`src/sv/dpe_pkg.sv`:
```
// ----------------------------------------------------------------------------
// dpe_pkg: shared types and constants of the dual postfix evaluator
// Symbol codes, operator decode, cell select codes, sequencer states and divider status.
// ----------------------------------------------------------------------------
package dpe_pkg;

  localparam logic [7:0] SYM_ADD  = 8'h2B;
  localparam logic [7:0] SYM_SUB  = 8'h2D;
  localparam logic [7:0] SYM_MUL  = 8'h2A;
  localparam logic [7:0] SYM_DIV  = 8'h2F;
  localparam logic [7:0] SYM_ZERO = 8'h30;

  typedef enum logic [2:0] {
    OP_NUM,
    OP_ADD,
    OP_SUB,
    OP_MUL,
    OP_DIV
  } op_t;

  // What a storage cell loads on the next edge.
  typedef enum logic [2:0] {
    CELL_HOLD,
    CELL_LOAD,
    CELL_FROM_PREV,
    CELL_FROM_NEXT,
    CELL_FROM_NEXT2
  } cell_sel_t;

  typedef enum logic [2:0] {
    ST_IDLE,
    ST_OPER,
    ST_DIV,
    ST_APPLY,
    ST_EMIT
  } state_t;

  // Divider status handed back to the sequencer.
  typedef struct packed {
    logic        busy;
    logic [31:0] quotient;
  } div_status_t;

  function automatic op_t decode_op(input logic [7:0] s);
    op_t op;
    case (s)
      SYM_ADD: op = OP_ADD;
      SYM_SUB: op = OP_SUB;
      SYM_MUL: op = OP_MUL;
      SYM_DIV: op = OP_DIV;
      default: op = OP_NUM;
    endcase
    return op;
  endfunction

endpackage

```
`src/sv/dpe_if.sv`:
```
// ----------------------------------------------------------------------------
// dpe interfaces: input and result channels
// Valid/ready channels; a transfer happens when valid and ready are high.
// ----------------------------------------------------------------------------
interface dpe_in_if;
  logic       valid;
  logic       ready;
  logic [7:0] symbol;
  logic       last;
  modport source (output valid, output symbol, output last, input ready);
  modport sink   (input valid, input symbol, input last, output ready);
endinterface

interface dpe_out_if;
  logic               valid;
  logic               ready;
  logic signed [31:0] stack_value;
  logic signed [31:0] queue_value;
  logic               stack_error;
  logic               queue_error;
  logic               agree;
  modport source (output valid, output stack_value, output queue_value,
                  output stack_error, output queue_error, output agree,
                  input ready);
  modport sink   (input valid, input stack_value, input queue_value,
                  input stack_error, input queue_error, input agree,
                  output ready);
endinterface

```
`src/sv/dpe_cell.sv`:
```
// ----------------------------------------------------------------------------
// dpe_cell: one storage cell of an operand chain
// Holds one 32-bit entry and takes a new value from itself, the load bus or
// a neighbor, as the chain control selects.
// ----------------------------------------------------------------------------
module dpe_cell (
  input  logic              clk,
  input  dpe_pkg::cell_sel_t sel,
  input  logic [31:0]       load_data,
  input  logic [31:0]       prev,
  input  logic [31:0]       next,
  input  logic [31:0]       next2,
  output logic [31:0]       value
);

  logic [31:0] value_next;

  // Select the next entry.
  always_comb begin
    case (sel)
      dpe_pkg::CELL_LOAD:       value_next = load_data;
      dpe_pkg::CELL_FROM_PREV:  value_next = prev;
      dpe_pkg::CELL_FROM_NEXT:  value_next = next;
      dpe_pkg::CELL_FROM_NEXT2: value_next = next2;
      default:                  value_next = value;
    endcase
  end

  always_ff @(posedge clk) begin
    value <= value_next;
  end

endmodule

```
`src/sv/dpe_divider.sv`:
```
// ----------------------------------------------------------------------------
// dpe_divider: iterative signed divider
// Restoring division on magnitudes, one quotient bit per cycle, truncating
// toward zero. A zero divisor is detected by the caller.
// ----------------------------------------------------------------------------
module dpe_divider (
  input  logic                  clk,
  input  logic                  rst,
  input  logic                  start,
  input  logic [31:0]           dividend,
  input  logic [31:0]           divisor,
  output dpe_pkg::div_status_t  status
);

  logic        busy;
  logic [5:0]  cnt;
  logic        neg;
  logic [31:0] quo;
  logic [31:0] rem;
  logic [31:0] mag_b;
  logic [32:0] rem_sh;
  logic [32:0] trial;

  // One restoring step.
  assign rem_sh = {rem, quo[31]};
  assign trial  = rem_sh - {1'b0, mag_b};

  always_ff @(posedge clk) begin
    if (rst) begin
      busy <= 1'b0;
      cnt  <= 6'd0;
    end else if (start) begin
      busy <= 1'b1;
      cnt  <= 6'd32;
    end else if (busy) begin
      cnt  <= cnt - 6'd1;
      busy <= (cnt != 6'd1);
    end
  end

  always_ff @(posedge clk) begin
    if (start) begin
      neg   <= dividend[31] ^ divisor[31];
      quo   <= dividend[31] ? (32'd0 - dividend) : dividend;
      mag_b <= divisor[31] ? (32'd0 - divisor) : divisor;
      rem   <= 32'd0;
    end else if (busy) begin
      if (!trial[32]) begin
        rem <= trial[31:0];
        quo <= {quo[30:0], 1'b1};
      end else begin
        rem <= rem_sh[31:0];
        quo <= {quo[30:0], 1'b0};
      end
    end
  end

  assign status.busy     = busy;
  assign status.quotient = neg ? (32'd0 - quo) : quo;

endmodule

```
`src/sv/dual_postfix_evaluator_core.sv`:
```
// ----------------------------------------------------------------------------
// dual_postfix_evaluator_core: postfix evaluation on a stack and a queue
// Evaluates each expression twice, with a stack chain and a queue chain.
// ----------------------------------------------------------------------------
// Usage:
//   in_ch carries one expression character per transfer (symbol, last).
//   out_ch carries one result per expression, after the character with last.
//   Operands are held in two rows of cells; entries shift between cells, so
//   the top of the stack and the queue front always sit in cell 0.
//   A character is taken only in idle and decoded in the operator state;
//   + - and * then apply, / first waits in the divide state for the 32-step
//   iterative divider, and an operator that neither evaluator can apply
//   returns to idle; after the last character, emit fills the output register.
//   Reset clears the counts, the error flags and the output valid flag; the
//   cell contents need no clearing.
//   When the receiver stalls, the result waits in the output register and
//   the next expression is taken until its own last character, which then
//   waits for the register to drain.
// ----------------------------------------------------------------------------
module dual_postfix_evaluator_core #(
  parameter int STORE_DEPTH = 16
) (
  input  logic             clk,
  input  logic             rst,
  dpe_in_if.sink           in_ch,
  dpe_out_if.source        out_ch
);

  localparam int CW = $clog2(STORE_DEPTH + 1);

  dpe_pkg::state_t    state, state_next;
  logic [7:0]         sym;
  logic               last_r;
  dpe_pkg::op_t       op;
  logic [CW-1:0]      stack_count;
  logic [CW-1:0]      queue_count;
  logic               stack_failed;
  logic               queue_failed;
  logic               s_act, q_act;
  logic [31:0]        res_s, res_q;
  logic [31:0]        res_s_next, res_q_next;
  logic [31:0]        operand;
  logic [31:0]        s_load, q_load;
  logic               s_push, q_push;
  logic               s_act_next, q_act_next;
  logic               s_fail_now, q_fail_now;
  logic               div_start;
  dpe_pkg::div_status_t s_div, q_div;
  logic               emit_ok;
  logic               se, qe;
  logic [31:0]        sv, qv;

  logic [31:0]        s_val [STORE_DEPTH];
  logic [31:0]        q_val [STORE_DEPTH];
  dpe_pkg::cell_sel_t s_sel [STORE_DEPTH];
  dpe_pkg::cell_sel_t q_sel [STORE_DEPTH];

  assign op      = dpe_pkg::decode_op(sym);
  assign operand = {24'd0, sym} - {24'd0, dpe_pkg::SYM_ZERO};
  assign emit_ok = !out_ch.valid || out_ch.ready;

  // Fault and action checks for the current character.
  always_comb begin
    s_act_next = 1'b0;
    q_act_next = 1'b0;
    s_push     = 1'b0;
    q_push     = 1'b0;
    s_fail_now = 1'b0;
    q_fail_now = 1'b0;
    if (!stack_failed) begin
      if (op != dpe_pkg::OP_NUM) begin
        if (stack_count < CW'(2)) s_fail_now = 1'b1;
        else                      s_act_next = 1'b1;
      end else if (stack_count == CW'(STORE_DEPTH)) begin
        s_fail_now = 1'b1;
      end else begin
        s_push = 1'b1;
      end
    end
    if (!queue_failed) begin
      if (op != dpe_pkg::OP_NUM) begin
        if (queue_count < CW'(2)) q_fail_now = 1'b1;
        else                      q_act_next = 1'b1;
      end else if (queue_count == CW'(STORE_DEPTH)) begin
        q_fail_now = 1'b1;
      end else begin
        q_push = 1'b1;
      end
    end
  end

  // Arithmetic on the two front entries; left operand in cell 1.
  always_comb begin
    case (op)
      dpe_pkg::OP_ADD: begin
        res_s_next = s_val[1] + s_val[0];
        res_q_next = q_val[1] + q_val[0];
      end
      dpe_pkg::OP_SUB: begin
        res_s_next = s_val[1] - s_val[0];
        res_q_next = q_val[1] - q_val[0];
      end
      dpe_pkg::OP_MUL: begin
        res_s_next = s_val[1] * s_val[0];
        res_q_next = q_val[1] * q_val[0];
      end
      default: begin
        res_s_next = 32'd0;
        res_q_next = 32'd0;
      end
    endcase
  end

  // Next state.
  always_comb begin
    state_next = state;
    case (state)
      dpe_pkg::ST_IDLE:
        if (in_ch.valid) state_next = dpe_pkg::ST_OPER;
      dpe_pkg::ST_OPER:
        if (s_act_next || q_act_next)
          state_next = (op == dpe_pkg::OP_DIV) ? dpe_pkg::ST_DIV : dpe_pkg::ST_APPLY;
        else
          state_next = last_r ? dpe_pkg::ST_EMIT : dpe_pkg::ST_IDLE;
      dpe_pkg::ST_DIV:
        if (!s_div.busy && !q_div.busy) state_next = dpe_pkg::ST_APPLY;
      dpe_pkg::ST_APPLY:
        state_next = last_r ? dpe_pkg::ST_EMIT : dpe_pkg::ST_IDLE;
      dpe_pkg::ST_EMIT:
        if (emit_ok) state_next = dpe_pkg::ST_IDLE;
      default:
        state_next = dpe_pkg::ST_IDLE;
    endcase
  end

  // Sequencer outputs.
  always_comb begin
    in_ch.ready = (state == dpe_pkg::ST_IDLE);
    div_start   = (state == dpe_pkg::ST_OPER) && (op == dpe_pkg::OP_DIV);
  end

  // Load value: result of the pending operator in apply, else the operand.
  assign s_load = (state == dpe_pkg::ST_APPLY) ?
                  ((op == dpe_pkg::OP_DIV) ? s_div.quotient : res_s) : operand;
  assign q_load = (state == dpe_pkg::ST_APPLY) ?
                  ((op == dpe_pkg::OP_DIV) ? q_div.quotient : res_q) : operand;

  // Cell controls: stack top and queue front sit in cell 0.
  always_comb begin
    for (int i = 0; i < STORE_DEPTH; i++) begin
      s_sel[i] = dpe_pkg::CELL_HOLD;
      q_sel[i] = dpe_pkg::CELL_HOLD;
      if (state == dpe_pkg::ST_OPER) begin
        if (s_push) s_sel[i] = (i == 0) ? dpe_pkg::CELL_LOAD : dpe_pkg::CELL_FROM_PREV;
        if (q_push && CW'(i) == queue_count) q_sel[i] = dpe_pkg::CELL_LOAD;
      end else if (state == dpe_pkg::ST_APPLY) begin
        if (s_act && !(op == dpe_pkg::OP_DIV && s_val[0] == 32'd0))
          s_sel[i] = (i == 0) ? dpe_pkg::CELL_LOAD : dpe_pkg::CELL_FROM_NEXT;
        if (q_act && !(op == dpe_pkg::OP_DIV && q_val[0] == 32'd0))
          q_sel[i] = (CW'(i) == queue_count - CW'(2)) ? dpe_pkg::CELL_LOAD
                                                       : dpe_pkg::CELL_FROM_NEXT2;
      end
    end
  end

  // Control registers.
  always_ff @(posedge clk) begin
    if (rst) begin
      state        <= dpe_pkg::ST_IDLE;
      stack_count  <= '0;
      queue_count  <= '0;
      stack_failed <= 1'b0;
      queue_failed <= 1'b0;
      s_act        <= 1'b0;
      q_act        <= 1'b0;
      out_ch.valid <= 1'b0;
    end else begin
      state <= state_next;
      if (state == dpe_pkg::ST_EMIT && emit_ok) out_ch.valid <= 1'b1;
      else if (out_ch.ready) out_ch.valid <= 1'b0;
      case (state)
        dpe_pkg::ST_OPER: begin
          s_act <= s_act_next;
          q_act <= q_act_next;
          if (s_fail_now) stack_failed <= 1'b1;
          if (q_fail_now) queue_failed <= 1'b1;
          if (s_push) stack_count <= stack_count + CW'(1);
          if (q_push) queue_count <= queue_count + CW'(1);
        end
        dpe_pkg::ST_APPLY: begin
          if (s_act) begin
            if (op == dpe_pkg::OP_DIV && s_val[0] == 32'd0) stack_failed <= 1'b1;
            else stack_count <= stack_count - CW'(1);
          end
          if (q_act) begin
            if (op == dpe_pkg::OP_DIV && q_val[0] == 32'd0) queue_failed <= 1'b1;
            else queue_count <= queue_count - CW'(1);
          end
        end
        dpe_pkg::ST_EMIT: begin
          if (emit_ok) begin
            stack_count  <= '0;
            queue_count  <= '0;
            stack_failed <= 1'b0;
            queue_failed <= 1'b0;
          end
        end
        default: begin
        end
      endcase
    end
  end

  // Payload registers.
  always_ff @(posedge clk) begin
    if (in_ch.valid && in_ch.ready) begin
      sym    <= in_ch.symbol;
      last_r <= in_ch.last;
    end
    if (state == dpe_pkg::ST_OPER) begin
      res_s <= res_s_next;
      res_q <= res_q_next;
    end
  end

  // Result fields.
  assign se = stack_failed || (stack_count == '0);
  assign qe = queue_failed || (queue_count == '0);
  assign sv = se ? 32'd0 : s_val[0];
  assign qv = qe ? 32'd0 : q_val[0];

  always_ff @(posedge clk) begin
    if (state == dpe_pkg::ST_EMIT && emit_ok) begin
      out_ch.stack_value <= sv;
      out_ch.queue_value <= qv;
      out_ch.stack_error <= se;
      out_ch.queue_error <= qe;
      out_ch.agree       <= (se && qe) || (!se && !qe && sv == qv);
    end
  end

  // Operand chains.
  for (genvar g = 0; g < STORE_DEPTH; g++) begin : g_cells
    logic [31:0] s_prev, s_nx, s_nx2, q_prev, q_nx, q_nx2;
    if (g > 0) begin : g_p
      assign s_prev = s_val[g-1];
      assign q_prev = q_val[g-1];
    end else begin : g_p0
      assign s_prev = 32'd0;
      assign q_prev = 32'd0;
    end
    if (g + 1 < STORE_DEPTH) begin : g_n
      assign s_nx = s_val[g+1];
      assign q_nx = q_val[g+1];
    end else begin : g_n0
      assign s_nx = 32'd0;
      assign q_nx = 32'd0;
    end
    if (g + 2 < STORE_DEPTH) begin : g_n2
      assign s_nx2 = s_val[g+2];
      assign q_nx2 = q_val[g+2];
    end else begin : g_n20
      assign s_nx2 = 32'd0;
      assign q_nx2 = 32'd0;
    end
    dpe_cell u_s_cell (
      .clk(clk), .sel(s_sel[g]), .load_data(s_load),
      .prev(s_prev), .next(s_nx), .next2(s_nx2), .value(s_val[g])
    );
    dpe_cell u_q_cell (
      .clk(clk), .sel(q_sel[g]), .load_data(q_load),
      .prev(q_prev), .next(q_nx), .next2(q_nx2), .value(q_val[g])
    );
  end

  // Dividers, one per evaluator.
  dpe_divider u_s_div (
    .clk(clk), .rst(rst), .start(div_start),
    .dividend(s_val[1]), .divisor(s_val[0]), .status(s_div)
  );
  dpe_divider u_q_div (
    .clk(clk), .rst(rst), .start(div_start),
    .dividend(q_val[1]), .divisor(q_val[0]), .status(q_div)
  );

  // Checks.
  a_stack_bound: assert property (@(posedge clk) disable iff (rst)
    stack_count <= CW'(STORE_DEPTH)) else $error("stack count beyond depth");
  a_queue_bound: assert property (@(posedge clk) disable iff (rst)
    queue_count <= CW'(STORE_DEPTH)) else $error("queue count beyond depth");
  a_err_zero: assert property (@(posedge clk) disable iff (rst)
    out_ch.valid && out_ch.stack_error |-> out_ch.stack_value == 32'd0)
    else $error("stack error with nonzero value");
  a_emit_src: assert property (@(posedge clk) disable iff (rst)
    $rose(out_ch.valid) |-> $past(state) == dpe_pkg::ST_EMIT)
    else $error("result raised outside emit");

endmodule
```
`src/flat_wrapper.sv`:
```
// flat-port wrapper written by rule: the top's interface ports become plain ports
module dual_postfix_evaluator_core_flat 
#(
  parameter int STORE_DEPTH = 16
)
  (clk, rst, in_ch_valid, in_ch_symbol, in_ch_last, in_ch_ready, out_ch_valid, out_ch_stack_value, out_ch_queue_value, out_ch_stack_error, out_ch_queue_error, out_ch_agree, out_ch_ready);
  dpe_in_if in_ch_i ();
  dpe_out_if out_ch_i ();
  input  logic clk;
  input  logic rst;
  input wire logic [$bits(in_ch_i.valid)-1:0] in_ch_valid;
  input wire logic [$bits(in_ch_i.symbol)-1:0] in_ch_symbol;
  input wire logic [$bits(in_ch_i.last)-1:0] in_ch_last;
  output wire logic [$bits(in_ch_i.ready)-1:0] in_ch_ready;
  output wire logic [$bits(out_ch_i.valid)-1:0] out_ch_valid;
  output wire logic [$bits(out_ch_i.stack_value)-1:0] out_ch_stack_value;
  output wire logic [$bits(out_ch_i.queue_value)-1:0] out_ch_queue_value;
  output wire logic [$bits(out_ch_i.stack_error)-1:0] out_ch_stack_error;
  output wire logic [$bits(out_ch_i.queue_error)-1:0] out_ch_queue_error;
  output wire logic [$bits(out_ch_i.agree)-1:0] out_ch_agree;
  input wire logic [$bits(out_ch_i.ready)-1:0] out_ch_ready;
  assign in_ch_i.valid = in_ch_valid;
  assign in_ch_i.symbol = in_ch_symbol;
  assign in_ch_i.last = in_ch_last;
  assign in_ch_ready = in_ch_i.ready;
  assign out_ch_valid = out_ch_i.valid;
  assign out_ch_stack_value = out_ch_i.stack_value;
  assign out_ch_queue_value = out_ch_i.queue_value;
  assign out_ch_stack_error = out_ch_i.stack_error;
  assign out_ch_queue_error = out_ch_i.queue_error;
  assign out_ch_agree = out_ch_i.agree;
  assign out_ch_i.ready = out_ch_ready;
  dual_postfix_evaluator_core #(.STORE_DEPTH(STORE_DEPTH)) u_core (.clk(clk), .rst(rst), .in_ch(in_ch_i), .out_ch(out_ch_i));
endmodule
```
`config.mk`:
```
export PLATFORM = sky130hd
export DESIGN_NAME = dual_postfix_evaluator_core_flat
export DESIGN_NICKNAME = d
export VERILOG_FILES = /design/src/sv/dpe_pkg.sv /design/src/sv/dpe_if.sv /design/src/sv/dpe_cell.sv /design/src/sv/dpe_divider.sv /design/src/sv/dual_postfix_evaluator_core.sv /design/src/flat_wrapper.sv
export SDC_FILE = /design/constraint.sdc
export NUM_CORES = 2
export LEC_CHECK = 0
export ABC_AREA = 1
export CORE_ASPECT_RATIO = 0.9
export CORE_UTILIZATION = 35
export DETAILED_ROUTE_END_ITERATION = 6
export DONT_BUFFER_PORTS = 1
export PLACE_DENSITY = 0.56
export SKIP_CTS_REPAIR_TIMING = 1
export SYNTH_ARGS = -nofsm -noshare
export SYNTH_HDL_FRONTEND = slang
export SYNTH_SLANG_ARGS = --single-unit
```
`constraint.sdc`:
```
create_clock -name clk -period 16.7 [get_ports clk]
set_input_delay 2.505 -clock clk [delete_from_list [all_inputs] [get_ports clk]]
set_output_delay 2.505 -clock clk [all_outputs]
set_load 0.1 [all_outputs]
```
# --- Word-level counts from Yosys, hierarchy flattened ---
# Cells that the tools add are included.
totals:
  regBits: 1390
  input_bits: 13
op_classes:
  n_addsub: 20
  n_mul: 2
  magnitude_cmp: 2
  eq_ne: 132
  mux: 198
  bitwise_logic: 2
  n_reduce_logical: 77
ops:
  columns: ["cell", "count"]
  rows:
  - ["32-bit case mux with 4 select lines", 30]
  - ["32-bit two-way mux", 16]
  - ["32-bit case mux with 3 select lines", 4]
  - ["3-bit two-way mux", 73]
  - ["1-bit by 32-bit subtractor with 32-bit output (first input constant)", 6]
  - ["3-bit by 2-bit equality test with 1-bit output (second input constant)", 40]
  - ["4-bit by 5-bit equality test with 1-bit output (first input constant)", 16]
  - ["4-bit nonzero test", 17]
  - ["33-bit by 32-bit subtractor with 33-bit output", 2]
  - ["32-bit adder", 2]
  - ["32-bit logical NOT", 2]
  - ["32-bit by 32-bit multiplier with 32-bit output", 2]
  - ["32-bit subtractor", 2]
  - ["31-bit two-way mux", 2]
  - ["3-bit by 1-bit equality test with 1-bit output (second input constant)", 20]
  - ["3-bit equality test (second input constant)", 20]
  - ["1-bit two-way mux", 54]
  - ["3-bit by 5-bit equality test with 1-bit output (first input constant)", 8]
  - ["5-bit two-way mux", 7]
  - ["32-bit equality test", 1]
  - ["8-bit by 6-bit equality test with 1-bit output (second input constant)", 4]
  - ["5-bit case mux with 3 select lines", 2]
  - ["1-bit logical AND", 27]
  - ["6-bit two-way mux", 4]
  - ["26 further kinds", 72]

# --- Logic depth before layout (Yosys ltp) ---
logic_depth:
  word_depth: 12
  ltp_mapped: 38
  ltp_nobuf: 36

# --- Hierarchy ---
# A second synthesis with hierarchy kept.
hier_totals:
  hier_cells: 19645
  hier_area_um2: 139359.9
by_module_without_submodules:
  columns: ["mod", "instances", "cells_each", "area_per_inst_um2"]
  rows:
  - ["dpe_cell", 32, 320, 2301.0]
  - ["dual_postfix_evaluator_core", 1, 6509, 47449.3]
  - ["dpe_divider", 2, 1448, 9140.0]

# --- Least setup slack after synthesis ---
# OpenSTA, ideal clock, no wires.
synth_path:
  path_kind: "flip-flop to flip-flop"
  start: "register u_core.sym[4]"
  end: "register u_core.g_cells[2].u_s_cell.value[22] (data pin)"
  setup_ps: 275
  arrival_time_ps: 8647
  required_time_ps: 16425
  slack_ps: 7778
  path_stages_with_launch: 17
  path_cell_list: "edfxtp_1 > inv_1 > ha_1 > nand2_1 > nor2_1 > nand2_1 > nand2_4 > nor3_4 > nand2_2 > nor2_4 > nand2_4 > nand2_2 > inv_2 > buf_6 > nand2_4 > buf_6 > o221ai_1"
synth_between:
  elab_chain_len: 11
  word_cells_on_any_way: 24
  cone_classes: "1 x add/sub; 9 x eq/ne; 10 x mux; 4 x reduce/logical"
synth_rtl:
  columns: ["item", "line", "text"]
  rows:
  - ["start, declared", "dual_postfix_evaluator_core.sv:32", "logic [7:0] sym;"]
  - ["start signal, assigned", "dual_postfix_evaluator_core.sv:217", "sym <= in_ch.symbol;"]
  - ["8-bit by 6-bit equality test with 1-bit output", "dpe_pkg.sv:46", "case (s)"]
  - ["3-bit case mux with 4 select lines", "dpe_pkg.sv:46", null]
  - ["3-bit equality test", "dual_postfix_evaluator_core.sv:144, dual_postfix_evaluator_core.sv:157", null]
  - ["1-bit logical AND", "dual_postfix_evaluator_core.sv:157", "if (s_act && !(op == dpe_pkg::OP_DIV && s_val[0] == 32'd0))"]
  - ["1-bit logical NOT", "dual_postfix_evaluator_core.sv:157", null]
  - ["1-bit logical AND", "dual_postfix_evaluator_core.sv:157", null]
  - ["2-bit two-way mux", "dual_postfix_evaluator_core.sv:157", null]
  - ["3-bit two-way mux", "dual_postfix_evaluator_core.sv:156", "end else if (state == dpe_pkg::ST_APPLY) begin"]
  - ["3-bit two-way mux", "dual_postfix_evaluator_core.sv:153", "if (state == dpe_pkg::ST_OPER) begin"]
  - ["3-bit equality test (tied with other cells)", "dpe_cell.sv:20", "case (sel)"]
  - ["32-bit case mux with 4 select lines *", "dpe_cell.sv:20", null]
  - ["via u_core.g_cells[2].u_s_cell.value_next[22]", "dpe_cell.sv:16", "logic [31:0] value_next;"]
  - ["end signal, assigned", "dpe_cell.sv:30", "value <= value_next;"]
  - ["end, declared", "dpe_cell.sv:13", "output logic [31:0] value"]
# Mark *: on every way through the listed nets, which the timed path passes. The rest lies on a longest branch.
# A chain may end at the register's enable or synchronous reset.

# --- Worst setup path in the final report ---
layout_path:
  start: "register u_core.g_cells[0].u_s_cell.value[8]"
  end: "register u_core.res_s[31] (data pin)"
layout_between:
  elab_chain_len: 2
  word_cells_on_any_way: 4
  cone_classes: "2 x add/sub; 1 x mul; 1 x mux"
layout_rtl:
  columns: ["item", "line", "text"]
  rows:
  - ["start, declared", "dpe_cell.sv:13", null]
  - ["start signal, assigned", "dpe_cell.sv:30", null]
  - ["32-bit by 32-bit multiplier with 32-bit output (tied with other cells)", "dual_postfix_evaluator_core.sv:104", "res_s_next = s_val[1] * s_val[0];"]
  - ["32-bit case mux with 3 select lines *", "dual_postfix_evaluator_core.sv:94", "case (op)"]
  - ["via u_core.res_s_next[31]", "dual_postfix_evaluator_core.sv:41", "logic [31:0] res_s_next, res_q_next;"]
  - ["end signal, assigned", "dual_postfix_evaluator_core.sv:221", "res_s <= res_s_next;"]
  - ["end, declared", "dual_postfix_evaluator_core.sv:40", "logic [31:0] res_s, res_q;"]
# Marks and branches as above.

==> run_results.csv <==
group,metric,value,unit
worst_setup_path,critical_path_class,"reg2reg",
cells_and_area,stdcell_count,16423,
synthesis,ys_seq_area_frac,0.382,
power_and_ir_drop,ir_worst_vdd,681,uV
synthesis,yosys_register_bits,1390,
detailed_routing,ant_nets,0,
placement,port_buffers,0,
detailed_routing,post_drt_via_cell_ratio,5.03,
cells_and_area,drive_above_1_share,0.0488,
synthesis,netlist_area,107000,um2
synthesis,synth.avg_cell_area,8.51,um2
detailed_routing,routed_wl,336000,um
outcome,outcome,"complete, no violations",
placement,dp_cells,16121,
cts,cts_made_buffers,168,
worst_setup_path,required,17.25,ns
worst_setup_path,path_max_fanout,21,
timing,finalCriticalPeriod,7.82,ns
timing,maxSlewViolCount,0,
synthesis,ys.flop_type,"edfxtp_1",
detailed_routing,dr.pass1.iters,6,
detailed_routing,vias,82670,
hold_path,hold_path_depth,2,
synthesis,post_synth_num_cell_types,62,
worst_setup_path,reg2reg_depth,24,
global_route,grt_pass1_wl,505000,um
timing,fin_crit_sh,0.468,
power_and_ir_drop,cellPowerDensity,219,nW/um2
synthesis,ys_warn_count,0,
cts,cts_tree,"done",
cts,cts.htree.levels,4,
die,coreArea,302000,um2
placement,gp_congestion,0.983,
global_route,first_global_vias,78922,
power_and_ir_drop,p_leak,0.0538,uW
timing,rsz0062_at_grt,"false",
cells_and_area,final_cell_mix,"nand2_1, inv_1, edfxtp_1",
timing,hold_viol,0,
cells_and_area,area_growth,8.67,%
synthesis,synth_nets,13780,
timing,skew,0.103,ns
worst_setup_path,end_kind,"flop",
die,die_w,584,um
cells_and_area,fill_cells,30764,
timing,relSlewSlack,0.215,
timing,setup_viol,0,
die,rows,191,
hold_path,holdCritPathClass,"reg2reg",
global_route,grt_usage,0.216,
synthesis,synth_edf_count,1294,
power_and_ir_drop,fin_total_pwr,25400,uW
die,initial_core_util,0.353,
die,die_h,526,um
die,io_pins,82,
synthesis,syn_inst,12532,
worst_setup_path,arrival,8.37,ns
cts,cts-root-buf,"clkbuf_16",
cts,clk_pin_slew,0.06,ns
synthesis,synthTopCellsByArea,"edfxtp_1, fa_1, nand2_1",
global_route,gr-total-overflow,0,
cts,clk_latency,0.88,ns
timing,setup_tns,0,ns
worst_setup_path,critPathLaunchType,"flop",
timing,fmax,128,MHz
detailed_routing,routedWlPerCell,20.5,um
synthesis,synth.top_cell.area_share,0.364,
global_route,grt_start_max_net_pins,177,
synthesis,synth-async-reset-ratio,0,
cts,cts_sinks,1390,
timing,tightest_slew,1.17,ns
cts,clockBufferDepth,4,
detailed_routing,drc,0,
flow_run,cap_violations,0,
detailed_routing,drt_iter0_markers,8576,
worst_setup_path,r2r_setup_slack,8.88,ns
global_route,antenna_found_initial,13,
cells_and_area,final_common_cell,"nand2_1",
die,die-area,307000,um2
placement,hpwlAfterDp,242000,um
cells_and_area,layout.nets,13486,
synthesis,yosysTopAreaCell,"edfxtp_1",
metal layers:
layer,part of all wire,up-vias,global-route usage
li1,-,39411,-
met3,0.085,483,0.0347
met2,0.41,3074,0.313
met1,0.46,39700,0.322
met4,0.042,2,0.0814
met5,0.000036,-,0
critical path, stage by stage, from the launching register on:
cell	delay, ns
edfxtp_1	0.62
buf_4	0.38
nand2_1	0.13
fa_1	0.44
inv_1	0.08
fa_1	0.44
fa_1	0.53
inv_1	0.06
fa_1	0.47
inv_1	0.05
fa_1	0.49
inv_1	0.06
fa_1	0.53
inv_1	0.05
fa_1	0.51
fa_1	0.47
ha_1	0.39
a21oi_1	0.28
o21ai_0	0.12
o21ai_0	0.31
nand3_1	0.26
a21boi_0	0.51
nand3_1	0.14
nand3_1	0.11
nand2_1	0.07
state kept, by name, summed over array words and instances, names as in the netlist, 8 cells and up:
signal / count
u_core.g_cells.u_s_cell.value: 512
u_core.u_q_div.mag_b: 32
u_core.u_s_div.quo: 32
u_core.res_q: 32
u_core.u_q_div.rem: 32
u_core.u_s_div.rem: 32
u_core.sym: 8
u_core.res_s: 32
u_core.g_cells.u_q_cell.value: 512
u_core.out_ch.stack_value: 32
u_core.out_ch.queue_value: 32
u_core.u_q_div.quo: 32
u_core.u_s_div.mag_b: 32
final cells by class:
cell class                 count  area (um2)  area share
antenna                        7        17.5    0.000151
multi-input combinational   8044       54000       0.466
tap                         4053        5070      0.0438
clock inverter                82         841     0.00726
inverter                    2426        9110      0.0786
clock buffer                 213        4520      0.0390
sequential                  1390       40800       0.352
timing repair buffer         208        1590      0.0137
cell usage after synthesis (all sizes together), types with 96 or more instances:
cell type,n
clkbuf,444
edfxtp,1294
nand2,3277
o21ai,901
xor2,172
nor2,668
nor3,108
o221ai,218
ha,414
buf,228
a21oi,337
a31oi,113
dfxtp,96
inv,2418
fa,821
nand3,526
cells by family (layout without fill, tap and decap cells):
logic type,after synthesis,count (layout),synth area share
other,0,7,0
buffers and inverters,3098,2929,0.113
DFF,1390,1390,0.382
AOI/OAI and AO/OA,1817,1817,0.100
xor gates and xnor gates,243,243,0.0200
adders and majority gates,1235,1235,0.203
and+or+nand+nor,4749,4749,0.182
path summary, 6_finish.rpt:
kind,from,end
setup reg to reg,u_core.g_cells[0].u_s_cell.value[8],u_core.res_s[31]
hold reg to reg,u_core.u_s_div.cnt[1],u_core.u_s_div.cnt[1]
hold / removal,u_core.u_s_div.cnt[1],u_core.u_s_div.cnt[1]
setup / recovery,u_core.g_cells[0].u_s_cell.value[8],u_core.res_s[31]
report_power, final:
| part | leakage [uW] | switching (uW) | internal [uW] | total (uW) |
|---|---|---|---|---|
| Combinational | 0.0384 | 11100 | 6470 | 17500 |
| Sequential | 0.0128 | 119 | 4060 | 4180 |
| Clock | 0.00258 | 1530 | 2140 | 3670 |
| Total | 0.0538 | 12700 | 12700 | 25400 |
stage by stage:
stage,utilization,instance area (um2),hold WS [ns],setup slack [ns]
6_report,0.384,116000,0.465,8.88
3_5_place_dp,0.366,111000,0.461,9.11
5_1_grt,0.384,116000,0.486,8.70
3_3_place_gp,0.366,111000,0.452,9.19
2_1_floorplan,-,107000,0.440,7.78
4_1_cts,0.384,116000,0.470,9.04
No activity file was read; power rests on OpenSTA's default activity.
